<file path="src/rtl/rgb_min_max_contrast_stretch_top_defines.svh">
// assertion macros for the contrast stretch top
`ifndef RGB_MIN_MAX_CONTRAST_STRETCH_TOP_DEFINES_SVH
`define RGB_MIN_MAX_CONTRAST_STRETCH_TOP_DEFINES_SVH

// same-cycle implication, disabled while in reset
`define RGBCS_ASSERT_NOW(label, clk, rst_n, ante, cons) \
  label: assert property (@(posedge clk) disable iff (!rst_n) (ante) |-> (cons)) \
    else $error("rgbcs same-cycle check failed");

// next-cycle implication, disabled while in reset
`define RGBCS_ASSERT_NEXT(label, clk, rst_n, ante, cons) \
  label: assert property (@(posedge clk) disable iff (!rst_n) (ante) |=> (cons)) \
    else $error("rgbcs next-cycle check failed");

`endif

</file>
<file path="src/rtl/rgbcs_pkg.sv">
// shared types and constants for the rgb contrast stretch block
package rgbcs_pkg;

  localparam int PIX_W     = 8;
  localparam int KIND_W    = 2;
  localparam int DIV_STEPS = PIX_W;
  localparam int CNT_W     = $clog2(DIV_STEPS);

  localparam logic [PIX_W-1:0] FULL_SCALE = '1;
  localparam logic [PIX_W-1:0] PIX_ZERO   = '0;

  localparam logic [KIND_W-1:0] KIND_CLEAR  = 2'd0;
  localparam logic [KIND_W-1:0] KIND_GATHER = 2'd1;
  localparam logic [KIND_W-1:0] KIND_MAP    = 2'd2;

  // control from the sequencer to every lane
  typedef struct packed {
    logic clear;
    logic gather;
    logic start;
    logic step;
  } lane_ctl_t;

  // what one lane hands to the merge stage
  typedef struct packed {
    logic [PIX_W-1:0] value;
    logic             flat;
  } lane_res_t;

endpackage

</file>
<file path="src/rtl/rgb_min_max_contrast_stretch_top.sv">
// rgb min/max contrast stretch: sequencer, three channel lanes and merge stage
//
// Input channel in_*: in_kind selects clear (reset statistics), gather (fold
// the pixel into the per-channel min/max) or map (stretch the pixel); kind 3
// is dropped. Clear and gather requests are taken one per clock while no
// map is in progress and give no output. A map request gives one output
// request on out_*. Each channel is a lane with its own bit-serial divider;
// the three run in lockstep and the merge stage sets out_stretch_skipped when
// all are flat. A map is set up at the accepting edge, then runs eight divider
// steps (one quotient bit each) and one load of the output register. in_stall
// is high from acceptance until that load, so no new request is taken before
// the last map is through.
// The output register holds its request while out_stall is high; a finished
// map then waits in the lanes and in_stall stays high until it can move.
// Clear and gather requests are still accepted while an output request waits.
// Synchronous reset sets every minimum to 255, every maximum to 0, and
// empties the output register.
`include "rgb_min_max_contrast_stretch_top_defines.svh"
module rgb_min_max_contrast_stretch_top import rgbcs_pkg::*; (
  input  logic              clk,
  input  logic              rst_n,
  input  logic              in_valid,
  output logic              in_stall,
  input  logic [KIND_W-1:0] in_kind,
  input  logic [PIX_W-1:0]  in_red_in,
  input  logic [PIX_W-1:0]  in_green_in,
  input  logic [PIX_W-1:0]  in_blue_in,
  output logic              out_valid,
  input  logic              out_stall,
  output logic [PIX_W-1:0]  out_red_out,
  output logic [PIX_W-1:0]  out_green_out,
  output logic [PIX_W-1:0]  out_blue_out,
  output logic              out_stretch_skipped
);

  typedef enum logic [1:0] {
    ST_IDLE,
    ST_DIVIDE,
    ST_DRAIN
  } state_t;

  state_t           state_r, state_nxt;
  logic [CNT_W-1:0] cnt_r, cnt_nxt;
  logic             in_acc;
  logic             out_free;
  logic             load;
  lane_ctl_t        ctl;
  lane_res_t        red_res, green_res, blue_res;

  assign in_acc   = in_valid && !in_stall;
  assign out_free = !out_valid || !out_stall;
  assign in_stall = (state_r != ST_IDLE);
  assign load     = (state_r == ST_DRAIN) && out_free;

  // lane control decode
  always_comb begin
    ctl.clear  = in_acc && (in_kind == KIND_CLEAR);
    ctl.gather = in_acc && (in_kind == KIND_GATHER);
    ctl.start  = in_acc && (in_kind == KIND_MAP);
    ctl.step   = (state_r == ST_DIVIDE);
  end

  // sequencer
  always_comb begin
    state_nxt = state_r;
    cnt_nxt   = cnt_r;
    case (state_r)
      ST_IDLE: begin
        if (ctl.start) begin
          state_nxt = ST_DIVIDE;
          cnt_nxt   = '0;
        end
      end
      ST_DIVIDE: begin
        cnt_nxt = cnt_r + 1'b1;
        if (cnt_r == CNT_W'(DIV_STEPS - 1)) begin
          state_nxt = ST_DRAIN;
        end
      end
      ST_DRAIN: begin
        if (out_free) begin
          state_nxt = ST_IDLE;
        end
      end
      default: begin
        state_nxt = ST_IDLE;
      end
    endcase
  end

  always_ff @(posedge clk) begin
    if (!rst_n) begin
      state_r <= ST_IDLE;
      cnt_r   <= '0;
    end else begin
      state_r <= state_nxt;
      cnt_r   <= cnt_nxt;
    end
  end

  // channel lanes
  rgbcs_lane u_lane_red (
    .clk   (clk),
    .rst_n (rst_n),
    .ctl   (ctl),
    .pix   (in_red_in),
    .res   (red_res)
  );

  rgbcs_lane u_lane_green (
    .clk   (clk),
    .rst_n (rst_n),
    .ctl   (ctl),
    .pix   (in_green_in),
    .res   (green_res)
  );

  rgbcs_lane u_lane_blue (
    .clk   (clk),
    .rst_n (rst_n),
    .ctl   (ctl),
    .pix   (in_blue_in),
    .res   (blue_res)
  );

  // merge and output register
  rgbcs_merge u_merge (
    .clk                 (clk),
    .rst_n               (rst_n),
    .load                (load),
    .red                 (red_res),
    .green               (green_res),
    .blue                (blue_res),
    .out_stall           (out_stall),
    .out_valid           (out_valid),
    .out_red_out         (out_red_out),
    .out_green_out       (out_green_out),
    .out_blue_out        (out_blue_out),
    .out_stretch_skipped (out_stretch_skipped)
  );

  // checks
  `RGBCS_ASSERT_NEXT(a_map_blocks_input, clk, rst_n, ctl.start, in_stall)
  `RGBCS_ASSERT_NEXT(a_drain_loads_output, clk, rst_n, load, out_valid && !in_stall)
  `RGBCS_ASSERT_NOW(a_output_from_drain, clk, rst_n, $rose(out_valid), $past(load))

endmodule

</file>
<file path="src/rtl/rgbcs_lane.sv">
// one colour channel: min/max statistics and a bit-serial stretch divider
module rgbcs_lane import rgbcs_pkg::*; (
  input  logic             clk,
  input  logic             rst_n,
  input  lane_ctl_t        ctl,
  input  logic [PIX_W-1:0] pix,
  output lane_res_t        res
);

  logic [PIX_W-1:0]   min_r, min_nxt;
  logic [PIX_W-1:0]   max_r, max_nxt;
  logic [PIX_W-1:0]   fix_r, fix_nxt;
  logic               div_en_r, div_en_nxt;
  logic               flat_r, flat_nxt;
  logic [PIX_W-1:0]   dsr_r, dsr_nxt;
  logic [PIX_W-1:0]   rem_r, rem_nxt;
  logic [PIX_W-1:0]   nlo_r, nlo_nxt;
  logic [PIX_W-1:0]   quot_r, quot_nxt;
  logic [PIX_W-1:0]   diff;
  logic [2*PIX_W-1:0] num;
  logic [PIX_W:0]     trial;
  logic               qbit;
  logic               flat_now;

  // numerator (v - min) * 255 as a shift and subtract
  assign flat_now = (min_r >= max_r);
  assign diff     = pix - min_r;
  assign num      = {diff, PIX_ZERO} - {PIX_ZERO, diff};

  // one restoring step per cycle
  assign trial = {rem_r, nlo_r[PIX_W-1]};
  assign qbit  = (trial >= {1'b0, dsr_r});

  // statistics update
  always_comb begin
    min_nxt = min_r;
    max_nxt = max_r;
    if (ctl.clear) begin
      min_nxt = FULL_SCALE;
      max_nxt = PIX_ZERO;
    end else if (ctl.gather) begin
      if (pix < min_r) min_nxt = pix;
      if (pix > max_r) max_nxt = pix;
    end
  end

  // map set-up and divider iteration
  always_comb begin
    fix_nxt    = fix_r;
    div_en_nxt = div_en_r;
    flat_nxt   = flat_r;
    dsr_nxt    = dsr_r;
    rem_nxt    = rem_r;
    nlo_nxt    = nlo_r;
    quot_nxt   = quot_r;
    if (ctl.start) begin
      flat_nxt   = flat_now;
      div_en_nxt = 1'b0;
      dsr_nxt    = max_r - min_r;
      rem_nxt    = num[2*PIX_W-1:PIX_W];
      nlo_nxt    = num[PIX_W-1:0];
      quot_nxt   = PIX_ZERO;
      if (flat_now) begin
        fix_nxt = pix;
      end else if (pix <= min_r) begin
        fix_nxt = PIX_ZERO;
      end else if (pix >= max_r) begin
        fix_nxt = FULL_SCALE;
      end else begin
        fix_nxt    = PIX_ZERO;
        div_en_nxt = 1'b1;
      end
    end else if (ctl.step) begin
      rem_nxt  = qbit ? PIX_W'(trial - {1'b0, dsr_r}) : trial[PIX_W-1:0];
      nlo_nxt  = {nlo_r[PIX_W-2:0], 1'b0};
      quot_nxt = {quot_r[PIX_W-2:0], qbit};
    end
  end

  // statistics registers
  always_ff @(posedge clk) begin
    if (!rst_n) begin
      min_r <= FULL_SCALE;
      max_r <= PIX_ZERO;
    end else begin
      min_r <= min_nxt;
      max_r <= max_nxt;
    end
  end

  // datapath registers
  always_ff @(posedge clk) begin
    fix_r    <= fix_nxt;
    div_en_r <= div_en_nxt;
    flat_r   <= flat_nxt;
    dsr_r    <= dsr_nxt;
    rem_r    <= rem_nxt;
    nlo_r    <= nlo_nxt;
    quot_r   <= quot_nxt;
  end

  assign res.value = div_en_r ? quot_r : fix_r;
  assign res.flat  = flat_r;

endmodule

</file>
<file path="src/rtl/rgbcs_merge.sv">
// merges the three lane results into the output request register
module rgbcs_merge import rgbcs_pkg::*; (
  input  logic             clk,
  input  logic             rst_n,
  input  logic             load,
  input  lane_res_t        red,
  input  lane_res_t        green,
  input  lane_res_t        blue,
  input  logic             out_stall,
  output logic             out_valid,
  output logic [PIX_W-1:0] out_red_out,
  output logic [PIX_W-1:0] out_green_out,
  output logic [PIX_W-1:0] out_blue_out,
  output logic             out_stretch_skipped
);

  logic             valid_r, valid_nxt;
  logic [PIX_W-1:0] red_r, green_r, blue_r;
  logic             skip_r;

  // valid holds until the request is taken
  always_comb begin
    valid_nxt = valid_r;
    if (load) begin
      valid_nxt = 1'b1;
    end else if (valid_r && !out_stall) begin
      valid_nxt = 1'b0;
    end
  end

  always_ff @(posedge clk) begin
    if (!rst_n) begin
      valid_r <= 1'b0;
    end else begin
      valid_r <= valid_nxt;
    end
  end

  // payload, skip flag when every channel is flat
  always_ff @(posedge clk) begin
    if (load) begin
      red_r   <= red.value;
      green_r <= green.value;
      blue_r  <= blue.value;
      skip_r  <= red.flat & green.flat & blue.flat;
    end
  end

  assign out_valid           = valid_r;
  assign out_red_out         = red_r;
  assign out_green_out       = green_r;
  assign out_blue_out        = blue_r;
  assign out_stretch_skipped = skip_r;

endmodule

</file>
<file path="config.mk">
export PLATFORM = sky130hd
export DESIGN_NAME = rgb_min_max_contrast_stretch_top
export DESIGN_NICKNAME = d
export VERILOG_FILES = /design/src/rtl/rgbcs_pkg.sv /design/src/rtl/rgb_min_max_contrast_stretch_top.sv /design/src/rtl/rgbcs_lane.sv /design/src/rtl/rgbcs_merge.sv
export VERILOG_INCLUDE_DIRS = /design/src /design/src/rtl
export SDC_FILE = /design/constraint.sdc
export NUM_CORES = 1
export LEC_CHECK = 0
export ABC_AREA = 0
export BUFFER_PORTS_ARGS = -buffer_cell sky130_fd_sc_hd__buf_2
export CAP_MARGIN = 20
export CORE_MARGIN = 2
export CORE_UTILIZATION = 45
export CTS_BUF_LIST = sky130_fd_sc_hd__clkbuf_16
export DETAILED_ROUTE_END_ITERATION = 10
export MAX_ROUTING_LAYER = met4
export PLACE_DENSITY = 0.63
export SLEW_MARGIN = 20
export SYNTH_ARGS = -nofsm -noshare
export SYNTH_HDL_FRONTEND = slang
export SYNTH_SLANG_ARGS = --single-unit
</file>
<file path="constraint.sdc">
create_clock -name clk -period 4 [get_ports clk]
set_input_delay 0.8 -clock clk [delete_from_list [all_inputs] [get_ports clk]]
set_output_delay 0.8 -clock clk [all_outputs]
set_load 0.01 [all_outputs]
</file>
### After elaboration in Yosys (flattened, before gate mapping)

Index checks and enable logic that the tools add are counted.

* register bits: 205
* bits of input ports: 30
* output and inout bits: 27
* logic and storage cells: 142

* add/sub/neg operators: 13
* order comparisons: 18
* eq/ne operators: 8
* multiplexer cells: 38
* bitwise logic cells: 3
* reductions and logical operators: 28

Operators by type and width (count)
* $mux 8: 27
* $sub 8x8->8: 9
* $ge 8x8->1: 6
* $sub 16x8->16: 3
* $ge 9x8->1: 3
* $gt 8x8->1: 3
* $le 8x8->1: 3
* $lt 8x8->1: 3
* $reduce_and 2->1: 7
* $reduce_bool 2->1: 4
* $reduce_or 2->1: 4
* $logic_and 1x1->1: 6
* $mux 2: 3
* $pmux 2 s3: 1
* $pmux 3 s2: 1
* $mux 1: 5
* $eq 2x1->1 const B: 2
* $eq 2x2->1 const B: 2
* $logic_not 2->1: 2
* $ne 2x2->1 const B: 2
* $add 3x1->3 const B: 1
* $eq 3x3->1 const B: 1
* $logic_not 1->1: 3
* $mux 3: 1
* other kinds (5): 6

### Depth between registers and ports, before layout

* word-level depth: 6
* gate-level depth with buffers: 12
* gate-level depth less buffers: 11

### Cells and area by module

From an unflattened synthesis, not the netlist that was laid out.

* cells, all modules: 1270
* area, all modules: 13103.8 µm²

By module, submodules not included
* rgbcs_lane (u_lane_green): times used 1, cells an instance 398, area an instance 4062.6 µm², seq. area each 1501.4 µm²
* rgbcs_lane (u_lane_blue): times used 1, cells an instance 401, area an instance 3952.5 µm², seq. area each 1501.4 µm²
* rgbcs_lane (u_lane_red): times used 1, cells an instance 404, area an instance 3927.5 µm², seq. area each 1501.4 µm²
* rgbcs_merge: times used 1, cells an instance 29, area an instance 788.3 µm², seq. area each 770.7 µm²
* rgb_min_max_contrast_stretch_top: times used 1, cells an instance 38, area an instance 372.9 µm², seq. area each 100.1 µm²

### Least setup slack after synthesis

OpenSTA, ideal clock, no wires.

* kind: input -> register
* from: in in_green_in[0]
* to: reg u_lane_green.rem_r[3] (data pin)
* setup time: 255 ps
* data arrival time: 3147 ps
* data required time: 3745 ps
* slack: 598 ps
* stages on the path: 11
* buffers on the path: 1
* path through: inv_1 ha_1 inv_1 fa_1 clkbuf_1 a211oi_2 or2_2 xnor2_2 a211o_1 or4_1 a31o_1

* cells in the longest elaborated chain, start to end: 3

Ends and longest elaborated chain
* start: declaration: line rgb_min_max_contrast_stretch_top.sv:26 `input logic [PIX_W-1:0] in_green_in,`
* $sub 8x8->8: line rgbcs_lane.sv:27 `assign diff = pix - min_r;`
* $sub 16x8->16: line rgbcs_lane.sv:28 `assign num = {diff, PIX_ZERO} - {PIX_ZERO, diff};`
* $mux 8: line rgbcs_lane.sv:56 `if (ctl.start) begin`
* net u_lane_green.rem_nxt[3]: line rgbcs_lane.sv:16 `logic [PIX_W-1:0] rem_r, rem_nxt;`
* end signal: assignment: line rgbcs_lane.sv:97 `rem_r <= rem_nxt;`
* end: declaration: line rgbcs_lane.sv:16

The timed path passes the listed nets, and every way through them passes these cells.
A chain may end at the register's enable or synchronous reset.

### Worst setup path in the final report

Ends and elaborated chain as after synthesis.

==> reports/metrics.yaml <==
status: "finished clean"
final_cell_area_mm2: 0.0150
finalPower_mw: 6.06
yosysWarnings: 0
setup_violations: 0
grt_overflow: 0
syn_area_mm2: 0.0134
num_io_pins: 57
ir_worst_vdd_v: 0.000343
worstSetupEndpointType: "flip-flop"
setup_tns_ps: 0
drc: 0
drtPass1Iterations: 6
ys.flop_type: "edfxtp_1"
timing.hold.ws_ps: 455
relSlewSlack: 0.470
start_kind: "input port"
cp_max_fo: 8
rsz0062_at_grt: "false"
cts_root_buf: "clkbuf_16"
layout_common_cells: "nand2_1 (174), edfxtp_1 (127), inv_1 (116)"
dieHeight_um: 177
post-route-util: 0.508
vias_per_cell: 5.71
area_growth_pct: 11.6
fin_ws_ps: 797
cts_hold_buffers: 0
cts_tree: "yes"
grt_max_degree: 111
min_period_ps: 3200
power_density_mw_per_mm2: 404
hp-class: "reg2reg"
fin_crit_sh: 0.801
synthArstFlopShare: 0
vias: 10700
cts_buffers: 24
finalNonFillerCells: 1878
synth_nets: 1576
drt_wl_total_mm: 31.8
dr.first_iter.drc_count: 857
syn-instance-count: 1433
path_clk_slew_ps: 70
h-tree-depth: 1
arrival_ps: 3470
layout-drive-gt1-share: 0.122
grt_pass1_vias: 10000
routedWlPerCell_um: 16.9
fin_worst_skew_ps: 10.6
die_w_um: 177
cts-resized-gates: 0
grt_pass1_wl_mm: 51.8
yosys.cell_types.count: 89
grt.total_usage: 0.210
dp_hpwl_mm: 23.1
placedCellCount: 1833
start_util: 0.455
yosysSeqAreaShare: 0.400
postCtsSetupBuffers: 0
leakage_nw: 6.09
slew_viol_final: 0
place.gp.congestion: 0.893
cts.sinks: 205
fin_nets: 1612
rows: 63
cp.required_ps: 4270
preCtsSetupSlack_ps: 303
core-area_mm2: 0.0296
synth_seq_cells: 205
syn_avg_cell_area_um2: 9.38
synth_edf_count: 127
mostFrequentLayoutCell: "nand2_1"
num-fill-cells: 2755
final_antenna_net_count: 0
max_freq_mhz: 312
timing_worst_setup_path_type: "in2reg"
drv_cap: 0
worst_slew_pin_slew_ps: 776
antenna_found_initial: 2
io_buffers: 56
die_area_mm2: 0.0313
ctsLongestPathBuffers: 3
placed_area_mm2: 0.0141
clk_latency_ps: 510
hold_viol_final: 0
## kinds of logic (layout without fill, tap and decap cells)
| group | Yosys count | in the layout | share of synthesized area |
|---|---|---|---|
| buffers and inverters | 179 | 233 | 0.0546 |
| XOR/XNOR | 45 | 45 | 0.0313 |
| AND/OR/NAND/NOR | 466 | 466 | 0.172 |
| AO/OA/AOI/OAI | 385 | 385 | 0.199 |
| other | 0 | 1 | 0 |
| multiplexers | 40 | 40 | 0.0327 |
| flip-flops | 205 | 205 | 0.400 |
| adder cells (fa/ha/maj) | 113 | 113 | 0.110 |
## layer usage
| layer | global-route usage | wire length [um] |
|---|---|---|
| met1 | 0.288 | 15100 |
| met2 | 0.332 | 14500 |
| met3 | 0.0268 | 1650 |
| met4 | 0.0451 | 632 |
| met5 | - | 0 |
## Yosys cell counts, types with 14 or more instances
cell      instances  share of area
nor3_1           23         0.0086
mux2_2           27          0.023
o21a_1           25          0.014
nand3_1          23         0.0086
nand4_1          22          0.010
and3_1           32          0.015
o211ai_1         30          0.017
a21o_1           26          0.015
ha_1            104          0.097
clkbuf_1         41          0.011
o21ai_0          81          0.030
nor2_1           81          0.023
xor2_1           14         0.0091
edfxtp_1        127           0.28
dfxtp_1          78           0.12
inv_1           117          0.033
xnor2_1          29          0.019
nand2b_1         14         0.0065
nand2_1         175          0.049
a21oi_1          50          0.019
o22ai_1          29          0.013
o31a_1           29          0.019
nor2b_1          30          0.014
## area by class of cell
cell class	count	area [um2]	area share
flip-flops and latches	205	5380	0.358
clock buffers	27	676	0.0450
multi-input cells	1049	7340	0.489
repair buffers	72	425	0.0283
diodes	1	2.50	0.000167
well taps	390	488	0.0325
clock inverters	17	253	0.0168
inverters	117	442	0.0294
## power by group
group          switching [mW]  total (mW)  internal (mW)
Clock                   0.912        2.52           1.61
Combinational           0.659        1.10          0.440
Sequential             0.0628        2.44           2.38
## final timing paths
path,from,end,slack (ps),depth (start not counted)
hold reg to reg,u_lane_red.quot_r[7]$_SDFFE_PP0P_,u_lane_red.quot_r[7]$_SDFFE_PP0P_,460,2
setup / recovery,in_green_in[0],u_lane_green.rem_r[3]$_DFFE_PP_,800,11
hold / removal,u_lane_red.quot_r[7]$_SDFFE_PP0P_,u_lane_red.quot_r[7]$_SDFFE_PP0P_,460,2
setup reg to reg,u_lane_green.min_r[0]$_SDFFE_PP1P_,u_lane_green.rem_r[3]$_DFFE_PP_,950,9
## critical path, cell delays in order
cell      delay (ps)
buf_2            120
inv_1            100
ha_1             200
inv_1             60
fa_1             490
a211oi_2         270
or2_2            210
xnor2_2          100
a211o_1          340
or4_1            540
a31o_1           220
Power figures use the tool's default switching activity.
